$ cat src/rtl/srlc_pkg.sv
package srlc_pkg;

    localparam int unsigned ENTRIES_DEF = 8;
    localparam int unsigned MAXSEC_W    = 11;
    localparam logic [MAXSEC_W-1:0] MAXSEC_RST = 11'd8;

    typedef enum logic [2:0] {
        K_BYPASS  = 3'd0,
        K_HIT     = 3'd1,
        K_FILL    = 3'd2,
        K_WHOLE   = 3'd3,
        K_PART    = 3'd4,
        K_INVAL   = 3'd5,
        K_WDONE   = 3'd6,
        K_WERR    = 3'd7
    } kind_t;

    localparam logic OP_READ  = 1'b0;
    localparam logic OP_WRITE = 1'b1;

    typedef struct packed {
        logic        op;
        logic [31:0] first_sector;
        logic [31:0] sector_total;
        logic        disk_ok;
    } req_t;

    typedef struct packed {
        kind_t       kind;
        logic [5:0]  entry_index;
        logic [31:0] fill_sector;
        logic [31:0] sector_offset;
        logic [31:0] sector_len;
        logic        last;
        logic [31:0] hits;
        logic [31:0] misses;
    } rsp_t;

endpackage

$ cat src/rtl/srlc_if.sv
interface srlc_req_if;
    import srlc_pkg::*;
    logic valid;
    logic ready;
    req_t data;
    modport source (output valid, output data, input ready);
    modport sink   (input valid, input data, output ready);
endinterface

interface srlc_rsp_if;
    import srlc_pkg::*;
    logic valid;
    logic ready;
    rsp_t data;
    modport source (output valid, output data, input ready);
    modport sink   (input valid, input data, output ready);
endinterface

$ cat src/rtl/srlc_ram.sv
module srlc_ram #(
    parameter int unsigned WIDTH = 8,
    parameter int unsigned DEPTH = 8
) (
    input  logic                     clk,
    input  logic                     we,
    input  logic [$clog2(DEPTH)-1:0] waddr,
    input  logic [WIDTH-1:0]         wdata,
    input  logic                     re,
    input  logic [$clog2(DEPTH)-1:0] raddr,
    output logic [WIDTH-1:0]         rdata
);

    logic [WIDTH-1:0] mem [DEPTH];

    // single write port, registered read port
    always_ff @(posedge clk)
    begin
        if (we)
        begin
            mem[waddr] <= wdata;
        end
        if (re)
        begin
            rdata <= mem[raddr];
        end
    end

endmodule

$ cat src/rtl/sector_range_cache_lru_controller.sv
// Tag and LRU replacement engine for a fully associative cache of sector ranges.
// Requests arrive on req (op, first_sector, sector_total, disk_ok), results
// leave on rsp; each channel moves one transaction when valid and ready are high.
// The cacheable read limit is written through the APB port at address 0; the user
// must write it only while the block idles, and the block itself does not enforce this.
// A read gives one result: bypass, hit or miss fill. A write with disk_ok low
// gives one write error; otherwise one result per affected entry in index order
// and a final write done carrying last.
// Entry ranges live in a synchronous RAM with a registered read, read one entry per cycle
// while the output register is free; valid bits, recency ranks and counters are flip-flops.
// A new request is taken only when the previous one has finished and the output
// register is free, so the entry scan sets the request rate.
// A single output register holds each result; a stalled receiver holds the
// scan in place until the result is taken.
// Reset clears all valid bits, ranks and hit/miss totals and sets the read
// limit to 8; the RAM contents need no clearing.
module sector_range_cache_lru_controller #(
    parameter int unsigned ENTRIES = srlc_pkg::ENTRIES_DEF
) (
    input  logic        clk,
    input  logic        rst_n,
    srlc_req_if.sink    req,
    srlc_rsp_if.source  rsp,
    input  logic        psel,
    input  logic        penable,
    input  logic        pwrite,
    input  logic [2:0]  paddr,
    input  logic [31:0] pwdata,
    output logic [31:0] prdata,
    output logic        pready
);
    import srlc_pkg::*;

    localparam int unsigned IDXW = $clog2(ENTRIES);
    localparam int unsigned CNTW = $clog2(ENTRIES + 1);
    localparam logic [IDXW-1:0] LAST_IDX = IDXW'(ENTRIES - 1);

    typedef enum logic [1:0] {S_IDLE, S_EVAL, S_DONE} state_t;

    state_t                state_reg, state_next;
    logic [MAXSEC_W-1:0]   maxsec_reg;
    logic                  op_reg, op_next;
    logic [31:0]           start_reg, start_next;
    logic [31:0]           count_reg, count_next;
    logic [IDXW-1:0]       idx_reg, idx_next;
    logic                  valid_reg [ENTRIES];
    logic                  valid_next [ENTRIES];
    logic [IDXW-1:0]       rank_reg [ENTRIES];
    logic [IDXW-1:0]       rank_next [ENTRIES];
    logic [CNTW-1:0]       vcnt_reg, vcnt_next;
    logic [31:0]           hits_reg, hits_next;
    logic [31:0]           misses_reg, misses_next;
    logic                  invf_reg, invf_next;
    logic [IDXW-1:0]       invi_reg, invi_next;
    logic [IDXW-1:0]       maxi_reg, maxi_next;
    logic [IDXW-1:0]       maxr_reg, maxr_next;
    logic                  rsp_valid_reg;
    rsp_t                  rsp_data_reg;

    logic                  out_free;
    logic                  emit;
    rsp_t                  e;
    logic                  ram_we, ram_re;
    logic [IDXW-1:0]       ram_waddr, ram_raddr;
    logic [MAXSEC_W+31:0]  ram_wdata, ram_rdata;
    logic [31:0]           es, ee, rend, elen;
    logic                  touch_en, drop_en;
    logic [IDXW-1:0]       tgt;
    logic [CNTW-1:0]       old_rank;
    logic                  cur_v;
    logic [IDXW-1:0]       cur_r;

    // apb register
    assign pready = 1'b1;
    assign prdata = (paddr == 3'd0) ? {{(32-MAXSEC_W){1'b0}}, maxsec_reg} : 32'd0;

    always_ff @(posedge clk or negedge rst_n)
    begin
        if (!rst_n)
        begin
            maxsec_reg <= MAXSEC_RST;
        end
        else if (psel && penable && pwrite && pready && paddr == 3'd0)
        begin
            maxsec_reg <= pwdata[MAXSEC_W-1:0];
        end
    end

    // entry range store: {first_sector, length}
    srlc_ram #(.WIDTH(MAXSEC_W + 32), .DEPTH(ENTRIES)) u_ram (
        .clk   (clk),
        .we    (ram_we),
        .waddr (ram_waddr),
        .wdata (ram_wdata),
        .re    (ram_re),
        .raddr (ram_raddr),
        .rdata (ram_rdata)
    );

    assign out_free  = !rsp_valid_reg || rsp.ready;
    assign req.ready = (state_reg == S_IDLE) && out_free;
    assign rsp.valid = rsp_valid_reg;
    assign rsp.data  = rsp_data_reg;

    // fields of the entry under test
    assign es    = ram_rdata[MAXSEC_W+31:MAXSEC_W];
    assign elen  = {{(32-MAXSEC_W){1'b0}}, ram_rdata[MAXSEC_W-1:0]};
    assign ee    = es + elen;
    assign rend  = start_reg + count_reg;
    assign cur_v = valid_reg[idx_reg];
    assign cur_r = rank_reg[idx_reg];

    // request sequencer
    always_comb
    begin
        state_next  = state_reg;
        op_next     = op_reg;
        start_next  = start_reg;
        count_next  = count_reg;
        idx_next    = idx_reg;
        vcnt_next   = vcnt_reg;
        hits_next   = hits_reg;
        misses_next = misses_reg;
        invf_next   = invf_reg;
        invi_next   = invi_reg;
        maxi_next   = maxi_reg;
        maxr_next   = maxr_reg;
        ram_re      = 1'b0;
        ram_raddr   = idx_reg + 1'b1;
        ram_we      = 1'b0;
        ram_waddr   = idx_reg;
        ram_wdata   = {start_reg, count_reg[MAXSEC_W-1:0]};
        touch_en    = 1'b0;
        drop_en     = 1'b0;
        tgt         = idx_reg;
        emit        = 1'b0;
        e           = '0;
        e.kind      = K_BYPASS;
        e.last      = 1'b1;
        for (int j = 0; j < ENTRIES; j++)
        begin
            valid_next[j] = valid_reg[j];
        end

        case (state_reg)
            S_IDLE:
            begin
                if (req.valid && req.ready)
                begin
                    op_next    = req.data.op;
                    start_next = req.data.first_sector;
                    count_next = req.data.sector_total;
                    idx_next   = '0;
                    invf_next  = 1'b0;
                    ram_raddr  = '0;
                    if (req.data.op == OP_READ
                        && req.data.sector_total > {21'd0, maxsec_reg})
                    begin
                        emit = 1'b1;
                    end
                    else if (req.data.op == OP_WRITE && !req.data.disk_ok)
                    begin
                        emit   = 1'b1;
                        e.kind = K_WERR;
                    end
                    else
                    begin
                        ram_re     = 1'b1;
                        state_next = S_EVAL;
                    end
                end
            end
            S_EVAL:
            begin
                if (out_free)
                begin
                    e.entry_index = 6'(idx_reg);
                    if (op_reg == OP_READ)
                    begin
                        if (cur_v && start_reg >= es && rend <= ee)
                        begin
                            emit            = 1'b1;
                            e.kind          = K_HIT;
                            e.sector_offset = start_reg - es;
                            e.sector_len    = count_reg;
                            touch_en        = 1'b1;
                            hits_next       = hits_reg + 32'd1;
                            state_next      = S_IDLE;
                        end
                        else
                        begin
                            // victim tracking across the scan
                            if (!invf_reg && !cur_v)
                            begin
                                invf_next = 1'b1;
                                invi_next = idx_reg;
                            end
                            if (idx_reg == '0 || cur_r > maxr_reg)
                            begin
                                maxi_next = idx_reg;
                                maxr_next = cur_r;
                            end
                            if (idx_reg == LAST_IDX)
                            begin
                                tgt             = invf_next ? invi_next : maxi_next;
                                touch_en        = 1'b1;
                                ram_we          = 1'b1;
                                ram_waddr       = tgt;
                                valid_next[tgt] = 1'b1;
                                if (!valid_reg[tgt])
                                begin
                                    vcnt_next = vcnt_reg + 1'b1;
                                end
                                misses_next     = misses_reg + 32'd1;
                                emit            = 1'b1;
                                e.kind          = K_FILL;
                                e.entry_index   = 6'(tgt);
                                e.fill_sector   = start_reg;
                                e.sector_len    = count_reg;
                                state_next      = S_IDLE;
                            end
                            else
                            begin
                                idx_next = idx_reg + 1'b1;
                                ram_re   = 1'b1;
                            end
                        end
                    end
                    else
                    begin
                        if (cur_v && start_reg < ee && rend > es)
                        begin
                            emit   = 1'b1;
                            e.last = 1'b0;
                            if (start_reg <= es && rend >= ee)
                            begin
                                e.kind          = K_WHOLE;
                                e.sector_offset = es - start_reg;
                                e.sector_len    = elen;
                                touch_en        = 1'b1;
                            end
                            else if (start_reg >= es && rend <= ee)
                            begin
                                e.kind          = K_PART;
                                e.sector_offset = start_reg - es;
                                e.sector_len    = count_reg;
                                touch_en        = 1'b1;
                            end
                            else
                            begin
                                e.kind              = K_INVAL;
                                drop_en             = 1'b1;
                                valid_next[idx_reg] = 1'b0;
                                vcnt_next           = vcnt_reg - 1'b1;
                            end
                        end
                        if (idx_reg == LAST_IDX)
                        begin
                            state_next = S_DONE;
                        end
                        else
                        begin
                            idx_next = idx_reg + 1'b1;
                            ram_re   = 1'b1;
                        end
                    end
                end
            end
            S_DONE:
            begin
                if (out_free)
                begin
                    emit       = 1'b1;
                    e.kind     = K_WDONE;
                    state_next = S_IDLE;
                end
            end
            default:
            begin
                state_next = S_IDLE;
            end
        endcase

        e.hits   = hits_next;
        e.misses = misses_next;
    end

    // recency rank update for touch and drop
    always_comb
    begin
        old_rank = valid_reg[tgt] ? CNTW'(rank_reg[tgt]) : vcnt_reg;
        for (int j = 0; j < ENTRIES; j++)
        begin
            rank_next[j] = rank_reg[j];
            if (IDXW'(j) == tgt)
            begin
                if (touch_en || drop_en)
                begin
                    rank_next[j] = '0;
                end
            end
            else if (valid_reg[j])
            begin
                if (touch_en && CNTW'(rank_reg[j]) < old_rank)
                begin
                    rank_next[j] = rank_reg[j] + 1'b1;
                end
                else if (drop_en && rank_reg[j] > rank_reg[tgt])
                begin
                    rank_next[j] = rank_reg[j] - 1'b1;
                end
            end
        end
    end

    // state and registered outputs
    always_ff @(posedge clk or negedge rst_n)
    begin
        if (!rst_n)
        begin
            state_reg     <= S_IDLE;
            idx_reg       <= '0;
            vcnt_reg      <= '0;
            hits_reg      <= '0;
            misses_reg    <= '0;
            invf_reg      <= 1'b0;
            rsp_valid_reg <= 1'b0;
            for (int j = 0; j < ENTRIES; j++)
            begin
                valid_reg[j] <= 1'b0;
                rank_reg[j]  <= '0;
            end
        end
        else
        begin
            state_reg  <= state_next;
            idx_reg    <= idx_next;
            vcnt_reg   <= vcnt_next;
            hits_reg   <= hits_next;
            misses_reg <= misses_next;
            invf_reg   <= invf_next;
            for (int j = 0; j < ENTRIES; j++)
            begin
                valid_reg[j] <= valid_next[j];
                rank_reg[j]  <= rank_next[j];
            end
            if (emit)
            begin
                rsp_valid_reg <= 1'b1;
            end
            else if (rsp.ready)
            begin
                rsp_valid_reg <= 1'b0;
            end
        end
    end

    // request payload, tracker and result payload
    always_ff @(posedge clk)
    begin
        op_reg    <= op_next;
        start_reg <= start_next;
        count_reg <= count_next;
        invi_reg  <= invi_next;
        maxi_reg  <= maxi_next;
        maxr_reg  <= maxr_next;
        if (emit)
        begin
            rsp_data_reg <= e;
        end
    end

    logic [ENTRIES-1:0] valid_vec;
    always_comb
    begin
        for (int j = 0; j < ENTRIES; j++)
        begin
            valid_vec[j] = valid_reg[j];
        end
    end

    // valid count tracks the valid bits
    a_vcnt: assert property (@(posedge clk) disable iff (!rst_n)
        CNTW'($countones(valid_vec)) == vcnt_reg)
        else $error("valid count mismatch");

    // hit counter advances by at most one per cycle
    a_hits: assert property (@(posedge clk) disable iff (!rst_n)
        (hits_reg == $past(hits_reg)) || (hits_reg == $past(hits_reg) + 32'd1))
        else $error("hit counter jump");

    // a taken request starts a scan or leaves a result in the output register
    a_take: assert property (@(posedge clk) disable iff (!rst_n)
        (req.valid && req.ready) |=> (state_reg != S_IDLE) || rsp_valid_reg)
        else $error("request produced nothing");

    // write done follows the scan of a write
    a_done: assert property (@(posedge clk) disable iff (!rst_n)
        (state_reg == S_DONE) |-> (op_reg == OP_WRITE))
        else $error("done state on a read");

endmodule
$ cat src/flat_wrapper.sv
// flat-port wrapper written by rule: the top's interface ports become plain ports
module sector_range_cache_lru_controller_flat import srlc_pkg::*;
#(
    parameter int unsigned ENTRIES = srlc_pkg::ENTRIES_DEF
)
  (clk, rst_n, psel, penable, pwrite, paddr, pwdata, prdata, pready, req_valid, req_data, req_ready, rsp_valid, rsp_data, rsp_ready);
  srlc_req_if req_i ();
  srlc_rsp_if rsp_i ();
  input  logic clk;
  input  logic rst_n;
  input  logic psel;
  input  logic penable;
  input  logic pwrite;
  input  logic [2:0] paddr;
  input  logic [31:0] pwdata;
  output logic [31:0] prdata;
  output logic pready;
  input wire logic [$bits(req_i.valid)-1:0] req_valid;
  input wire logic [$bits(req_i.data)-1:0] req_data;
  output wire logic [$bits(req_i.ready)-1:0] req_ready;
  output wire logic [$bits(rsp_i.valid)-1:0] rsp_valid;
  output wire logic [$bits(rsp_i.data)-1:0] rsp_data;
  input wire logic [$bits(rsp_i.ready)-1:0] rsp_ready;
  assign req_i.valid = req_valid;
  assign req_i.data = req_data;
  assign req_ready = req_i.ready;
  assign rsp_valid = rsp_i.valid;
  assign rsp_data = rsp_i.data;
  assign rsp_i.ready = rsp_ready;
  sector_range_cache_lru_controller #(.ENTRIES(ENTRIES)) u_core (.clk(clk), .rst_n(rst_n), .req(req_i), .rsp(rsp_i), .psel(psel), .penable(penable), .pwrite(pwrite), .paddr(paddr), .pwdata(pwdata), .prdata(prdata), .pready(pready));
endmodule
$ cat config.mk
export PLATFORM = sky130hd
export DESIGN_NAME = sector_range_cache_lru_controller_flat
export DESIGN_NICKNAME = d
export VERILOG_FILES = /design/src/rtl/srlc_pkg.sv /design/src/rtl/srlc_if.sv /design/src/rtl/srlc_ram.sv /design/src/rtl/sector_range_cache_lru_controller.sv /design/src/flat_wrapper.sv
export SDC_FILE = /design/constraint.sdc
export NUM_CORES = 1
export LEC_CHECK = 0
export ABC_AREA = 1
export ABC_CLOCK_PERIOD_IN_PS = 11500
export BUFFER_PORTS_ARGS = -buffer_cell sky130_fd_sc_hd__buf_2
export CAP_MARGIN = 20
export CELL_PAD_IN_SITES_DETAIL_PLACEMENT = 0
export CELL_PAD_IN_SITES_GLOBAL_PLACEMENT = 1
export CORE_ASPECT_RATIO = 0.5
export CORE_MARGIN = 3
export CORE_UTILIZATION = 30
export CTS_BUF_LIST = sky130_fd_sc_hd__clkbuf_8
export DETAILED_ROUTE_END_ITERATION = 10
export MAX_ROUTING_LAYER = met4
export PLACE_DENSITY = 0.65
export SLEW_MARGIN = 20
export SYNTH_ARGS = -nofsm -noshare
export SYNTH_HDL_FRONTEND = slang
export SYNTH_SLANG_ARGS = --single-unit
$ cat constraint.sdc
create_clock -name clk -period 11.5 [get_ports clk]
set_input_delay 2.3 -clock clk [delete_from_list [all_inputs] [get_ports clk]]
set_output_delay 2.3 -clock clk [all_outputs]
set_load 0.01 [all_outputs]
Yosys cells after proc, flatten, opt, wreduce, memory -nomap -nowiden --
Memories as Yosys holds them, arrays and structs flattened. A register that Yosys moved wholly into a read port is not among the register bits. Index checks and enable logic that the tools add are counted.
Cells by class: magnitude comparators 29, eq/ne operators 33, multiplexer cells 180, add/subtract/negate cells 25, bitwise operators 12, reduce and logical (&&, ||, !) cells 82
Operator list (number):
- 2-to-1 mux 32 bit | 12
- 2-to-1 mux 3 bit | 67
- 2-to-1 mux 64 bit | 3
- 2-to-1 mux 106 bit | 1
- 2-to-1 mux 38 bit | 2
- 2-to-1 mux 65 bit | 1
- adder 32 x 1 -> 32 bit, second input constant | 2
- greater-or-equal comparator 32 bit | 2
- <= comparator 32 bit | 2
- subtractor 32 bit | 2
- 2-to-1 mux 1 bit | 55
- 2-to-1 mux 8 bit | 6
- 2-to-1 mux 40 bit | 1
- adder 32 x 11 -> 32 bit | 1
- adder 32 bit | 1
- > comparator 32 x 11 -> 1 bit | 1
- > comparator 32 bit | 1
- logical AND 1 bit | 32
- less-than comparator 3 x 4 -> 1 bit | 8
- less-than comparator 32 bit | 1
- 2-to-1 mux 4 bit | 8
- adder 3 x 1 -> 3 bit, second input constant | 9
- > comparator 3 bit | 9
- AND reduction 3 bit | 9
- 44 further kinds | 125
Storage, ports and cells: bits in registers 362, memories kept 1, RAM bits 344, logic and storage cells 401
Memory list:
- u_core.u_ram.mem | depth 8, bits a word 43, rd ports 1, clocked after Yosys merged registers in 1, wr ports 1, RTL line srlc_ram.sv:14 | logic [WIDTH-1:0] mem [DEPTH];

Longest topological paths before layout --
word-level depth 27, depth in mapped cells 62, depth with buffers taken out 61

Hierarchy --
From an unflattened synthesis, not the netlist that was laid out.
Unflattened totals: cell total of the unflattened synthesis 4500, area total of the unflattened synthesis 41790.1 µm²
By module, submodules not included:
- sector_range_cache_lru_controller | area each 25524.5 µm², seq. area each 10191.0 µm², cells each 2953, instances 1
- srlc_ram | area each 16265.6 µm², seq. area each 11621.1 µm², cells each 1547, instances 1

Worst setup path after synthesis --
OpenSTA, ideal clock, no wires.
path kind flip-flop to flip-flop, start point register u_core.start_reg[0], end point register u_core.rsp_data_reg (netlist bit u_core.rsp.data[0]), enable pin, arrival time 8876 ps, buffers on the path 3, setup time 1782 ps, stages on the path, launching flop included 41, required time 9718 ps, path slack 842 ps, path through edfxtp_1 > ha_1 > inv_1 > fa_1 > inv_1 > nand3_1 > nand3_2 > nand2_1 > nand2_1 > nand3_1 > nand2_1 > nand3_1 > nand2_1 > nand3_1 > nand2_1 > nand3_1 > nand2_1 > inv_1 > (+5 left out) > inv_1 > nor2_1 > nand2_1 > nor2_1 > nand3b_1 > nand2_1 > inv_2 > nand2_2 > nand2_4 > nand2_4 > buf_6 > inv_4 > nor2_1 > a21oi_1 > o21ai_1 > buf_4 > clkbuf_1 > nand3_1
On the way: word-level cells in the longest chain between the ends 7, elaborated cells on any way between the ends 14
RTL lines:
- start, declared | RTL line sector_range_cache_lru_controller.sv:43 | logic [31:0] start_reg, start_next;
- start signal, assigned | RTL line sector_range_cache_lru_controller.sv:362 | start_reg <= start_next;
- adder 32 bit (tied with other cells) | RTL line sector_range_cache_lru_controller.sv:109 | assign rend = start_reg + count_reg;
- <= comparator 32 bit (tied with other cells) | RTL line sector_range_cache_lru_controller.sv:180 | if (cur_v && start_reg >= es && rend <= ee)
- logical AND 1 bit (on tied branches) | RTL line sector_range_cache_lru_controller.sv:180, sector_range_cache_lru_controller.sv:231
- 2-to-1 mux 1 bit (on tied branches) | RTL line sector_range_cache_lru_controller.sv:180, sector_range_cache_lru_controller.sv:231
- 2-to-1 mux 1 bit (*) | RTL line sector_range_cache_lru_controller.sv:178 | if (op_reg == OP_READ)
- 2-to-1 mux 1 bit (*) | RTL line sector_range_cache_lru_controller.sv:175 | if (out_free)
- case mux 1 bit (3 select lines) (*) | RTL line sector_range_cache_lru_controller.sv:145 | case (state_reg)
- named net u_core.emit | RTL line sector_range_cache_lru_controller.sv:61 | logic emit;
- end signal, assigned | RTL line sector_range_cache_lru_controller.sv:369 | rsp_data_reg <= e;
- end, declared | RTL line sector_range_cache_lru_controller.sv:58 | rsp_t rsp_data_reg;
Mark *: on every way through the listed nets, which the timed path passes. The rest lies on a longest branch. A chain may end at the register's enable or synchronous reset.

Worst setup path after layout --
start point register u_core.start_reg[0], end point register u_core.rank_reg[11] (netlist bit)
On the way: word-level cells in the longest chain between the ends 17, elaborated cells on any way between the ends 51
RTL lines:
- adder 32 bit or greater-or-equal comparator 32 bit (tied branches) | RTL line sector_range_cache_lru_controller.sv:109, sector_range_cache_lru_controller.sv:180, sector_range_cache_lru_controller.sv:242
- <= comparator 32 bit or logical AND 1 bit (tied branches) | RTL line sector_range_cache_lru_controller.sv:180, sector_range_cache_lru_controller.sv:242
- logical AND 1 bit | RTL line sector_range_cache_lru_controller.sv:180
- 2-to-1 mux 3 bit | RTL line sector_range_cache_lru_controller.sv:180
- 2-to-1 mux 3 bit | RTL line sector_range_cache_lru_controller.sv:178
- 2-to-1 mux 3 bit | RTL line sector_range_cache_lru_controller.sv:175
- 2-to-1 mux 3 bit | RTL line sector_range_cache_lru_controller.sv:145
- inverter 3 -> 4 bit (implied by the code) | RTL line sector_range_cache_lru_controller.sv:291, sector_range_cache_lru_controller.sv:308
- binary-select mux 3 bit (select 3 bit) or binary-select mux 1 bit (select 3 bit) (tied branches) | RTL line sector_range_cache_lru_controller.sv:291, sector_range_cache_lru_controller.sv:308
- 2-to-1 mux 3 bit (implied by the code) or 2-to-1 mux 1 bit (tied branches) (2 in a row) | RTL line sector_range_cache_lru_controller.sv:291, sector_range_cache_lru_controller.sv:308
- 2-to-1 mux 4 bit | RTL line sector_range_cache_lru_controller.sv:291 | old_rank = valid_reg[tgt] ? CNTW'(rank_reg[tgt]) : vcnt_reg;
- less-than comparator 3 x 4 -> 1 bit | RTL line sector_range_cache_lru_controller.sv:304 | if (touch_en && CNTW'(rank_reg[j]) < old_rank)
- logical AND 1 bit | RTL line sector_range_cache_lru_controller.sv:304
- 2-to-1 mux 3 bit | RTL line sector_range_cache_lru_controller.sv:304
- 2-to-1 mux 3 bit | RTL line sector_range_cache_lru_controller.sv:302 | else if (valid_reg[j])
- 2-to-1 mux 3 bit | RTL line sector_range_cache_lru_controller.sv:295 | if (IDXW'(j) == tgt)
- end signal, assigned by index | RTL line sector_range_cache_lru_controller.sv:345 | rank_reg[j] <= rank_next[j];
- end, declared | RTL line sector_range_cache_lru_controller.sv:48 | logic [IDXW-1:0] rank_reg [ENTRIES];
Several ways; a longest one is shown, not always the timed one. The select of a mux whose other input is x is not followed.

==> metrics.md <==
| Metric | Value |
|---|---|
| Status | `completed` |
| Setup slack after layout | `between 1.5 and 2 ns` |
| Biggest register | `u_core.u_ram.mem` |
| Max-Cap Viols | `0` |
| Post-synth EDFFs | `628` |
| Total power | `roughly 0.013 W` |
| First-pass GRT wire length | `~190 mm` |
| Period utilization | `86.55%` |
| TritonCTS Buffers | `112` |
| Antenna Violating Nets Remaining | `0` |
| Post-synthesis sequential area ratio | `between 50% and 60%` |
| Global route overflow | `0` |
| Die Wd | `around 520 microns` |
| Commonest non-fill, non-tap cells in the layout | `683 x nand2_1, 628 x edfxtp_1, 396 x inv_1, 312 x nor2_1, 265 x buf_2` |
| Reg area | `roughly 22000 sq um` |
| Setup TNS | `0 ns` |
| RSZ-0062 raised after global routing | `no` |
| Hold Startpoint | `u_core.hits_reg[31]` |
| CP Class | `flop to flop` |
| Family with the most delay on the worst path | `simple AND/OR/NAND/NOR gates` |
| Hold Path Sink | `u_core.hits_reg[31]` |
| Num rows | `94` |
| Max Fanout on Critical Path | `between 50 and 60` |
| Clk buf depth | `3` |
| Layout cells sized above 1 | `15.91%` |
| I/O pin total | `between 300 and 400` |
| Worst Skew | `0.05306 ns` |
| Pwr/cell area | `280.9 nW/um^2` |
| Final Hold Vio Count | `0` |
| Initial DRC count | `~2100` |
| I/O Buffers | `about 270` |
| Cells on Worst Hold Path | `1` |
| Max FFs per register | `344` |
| Worst VDD drop | `around 120 uV` |
| Nets | `between 4000 and 5000` |
| CTS tree | `done` |
| Reg clk slew, reported paths | `approximately 0.060 ns` |
| Die Ht | `around 260 microns` |
| Reg2reg start | `u_core.start_reg[0]` |
| Pin count of the biggest net entering global routing | `between 90 and 100` |
| CP endpoint kind | `flop` |
| Number of synthesized register bits | `746` |
| CP Depth | `56` |
| Initial core utilization | `30.35%` |
| Commonest non-fill, non-tap cell in the layout | `nand2_1` |
| Setup violators final | `0` |
| DRC violations left | `0` |
| Reg2reg path depth | `56` |
| Capture point of the worst reg-to-reg path | `u_core.rank_reg[11]` |
| Min cycle time layout | `approximately 10 ns` |
| Vias in the first global route | `approximately 30000` |
| Critical path arrival | `10.64 ns` |
| GRT Resource Usage Total | `between 10% and 20%` |
| GPL Wtd Cong | `roughly 0.9` |
| Post-cts sizing count | `0` |
| Slowest CP cell | `a2111oi_0` |
| Vias | `between 20000 and 30000` |
| Area grow syn2layout | `14.25%` |
| Die ar. | `138200 sq um` |
| Post-Syn Area per Cell | `about 10 sq um` |
| Initial antenna violation count | `5` |
| Slew Limit Headroom | `30.79%` |
| HP Class | `flop to flop` |
| Most common flop cell mapped by yosys | `edfxtp_1` |
| Filler cells | `13390` |
| Slew Limit Fails | `0` |
| Area taken by multi-input logic gates | `approximately 16000 sq um` |
| Max stage delay on crit path | `about 0.76 ns` |
| Core Box Area | `roughly 130000 sq um` |
| Root Driver | `clkbuf_8` |
| Async set-or-reset flop fraction in the synthesized netlist | `~16%` |
| Mapped Cells | `~3900` |
| Leakage | `18.56 nW` |
| CP Launch Type | `flop` |
| Post-Route WL | `roughly 120 mm` |
| Clock sink count | `approximately 750` |
| Final Non-Filler Cells | `6099` |
| Clock Latency Late Sink | `0.83 ns` |
| Routed len/inst | `between 20 and 25 microns` |
| Worst slack, placed | `1.662 ns` |
| Fmax | `approximately 0.1 GHz` |
| Mapped cell area | `about 40000 sq um` |
| DR pass1 iterations | `5` |
| Most used cell, CP | `nand2_1` |
| Cts hold-fix bufs | `0` |
| Worst slew pin tran | `~1.0 ns` |
| H-tree Lvls | `3` |
| Yosys cell types | `68` |
| Post-CTS setup buffer count | `0` |
| Buf/Inv on CP | `11` |
| Worst hold margin | `about 0.48 ns` |
| Required @ worst endpoint | `between 10 and 15 ns` |
| Vias per std cell | `between 4 and 5` |
| Worst reg2reg setup slack | `approximately 1.5 ns` |
| Dpl hpwl | `~90 mm` |
| Post-Place Cells | `5888` |
| YS warnings | `0` |
## report_power, final
| group | leakage, nW | switching (W) | internal [W] |
|---|---|---|---|
| Clock | 1.23 | 0.00109 | 0.00105 |
| Combinational | 10.0 | 0.00454 | 0.00221 |
| Sequential | 7.31 | 0.000389 | 0.00357 |
## cell usage after synthesis (all sizes together), types with 3 or more instances
cell	number	area share, %
a211oi	55	1.0
o21bai	3	0.056
edfxtp	628	47
a221oi	4	0.10
nor3b	24	0.45
o211ai	105	2.0
o21a	19	0.36
o22ai	20	0.31
xor2	115	2.5
nand4	45	0.70
fa	13	0.65
ha	257	8.0
o21ai	168	2.1
clkbuf	105	0.99
a22oi	11	0.21
nand3	166	2.6
nand2	715	7.0
o2111ai	8	0.17
dfrtp	117	7.3
inv	379	3.6
a21oi	227	3.0
a21o	4	0.075
xnor2	43	0.94
nor3	78	1.0
o31ai	7	0.13
a31oi	55	0.86
or2	103	1.6
nor2	334	3.3
o221ai	7	0.15
buf	37	0.67
nor4	29	0.54
o32ai	6	0.13
## logic make-up after synthesis
logic type	count (synthesis)	synth area share (%)
AO/OA/AOI/OAI	708	10.89
XOR/XNOR	158	3.455
adder cells (fa/ha/maj)	270	8.679
buffers and inverters	523	5.255
flip-flops	746	54.46
other	2	0.01875
AND/OR/NAND/NOR	1501	17.24
## worst max-delay path by stage
stage | start | endpoint | slack (ns)
2_1_floorplan | u_core.start_reg[0] | u_core.rsp.data[0] | 0.84
3_3_place_gp | u_core.start_reg[0] | u_core.rank_reg[20] | 1.63
3_5_place_dp | u_core.start_reg[0] | u_core.rank_reg[11] | 1.66
4_1_cts | u_core.start_reg[0] | u_core.rank_reg[11] | 1.58
5_1_grt | u_core.start_reg[0] | u_core.rank_reg[11] | 0.60
6_report | u_core.start_reg[0] | u_core.rank_reg[11] | 1.55
## routing by layer
metal | track usage (%) | vias up | part of all wire (%)
met4 | 4.784 | 0 | 2.5
met3 | 2.733 | 191 | 4.6
met2 | 29.62 | 670 | 48
li1 | - | 14330 | -
met5 | - | - | 0
met1 | 23.71 | 14650 | 45
## through the flow
| stage | util, % | area, sq um |
|---|---|---|
| after floorplan | - | 40140 |
| after global placement | 33.03 | 43580 |
| after detailed placement | 33.03 | 43580 |
| after CTS | 34.66 | 45740 |
| after global routing | 34.67 | 45750 |
| final | 34.67 | 45760 |
## layout make-up
type	count	share of cell area [%]
clock inverter	87	1.132
antenna	5	0.02735
tap	1776	4.857
sequential	746	47.67
timing repair buffer	323	3.867
inverter	381	3.156
clock buffer	119	3.580
multi-input combinational	2662	35.71
No activity file was read; power rests on OpenSTA's default activity.
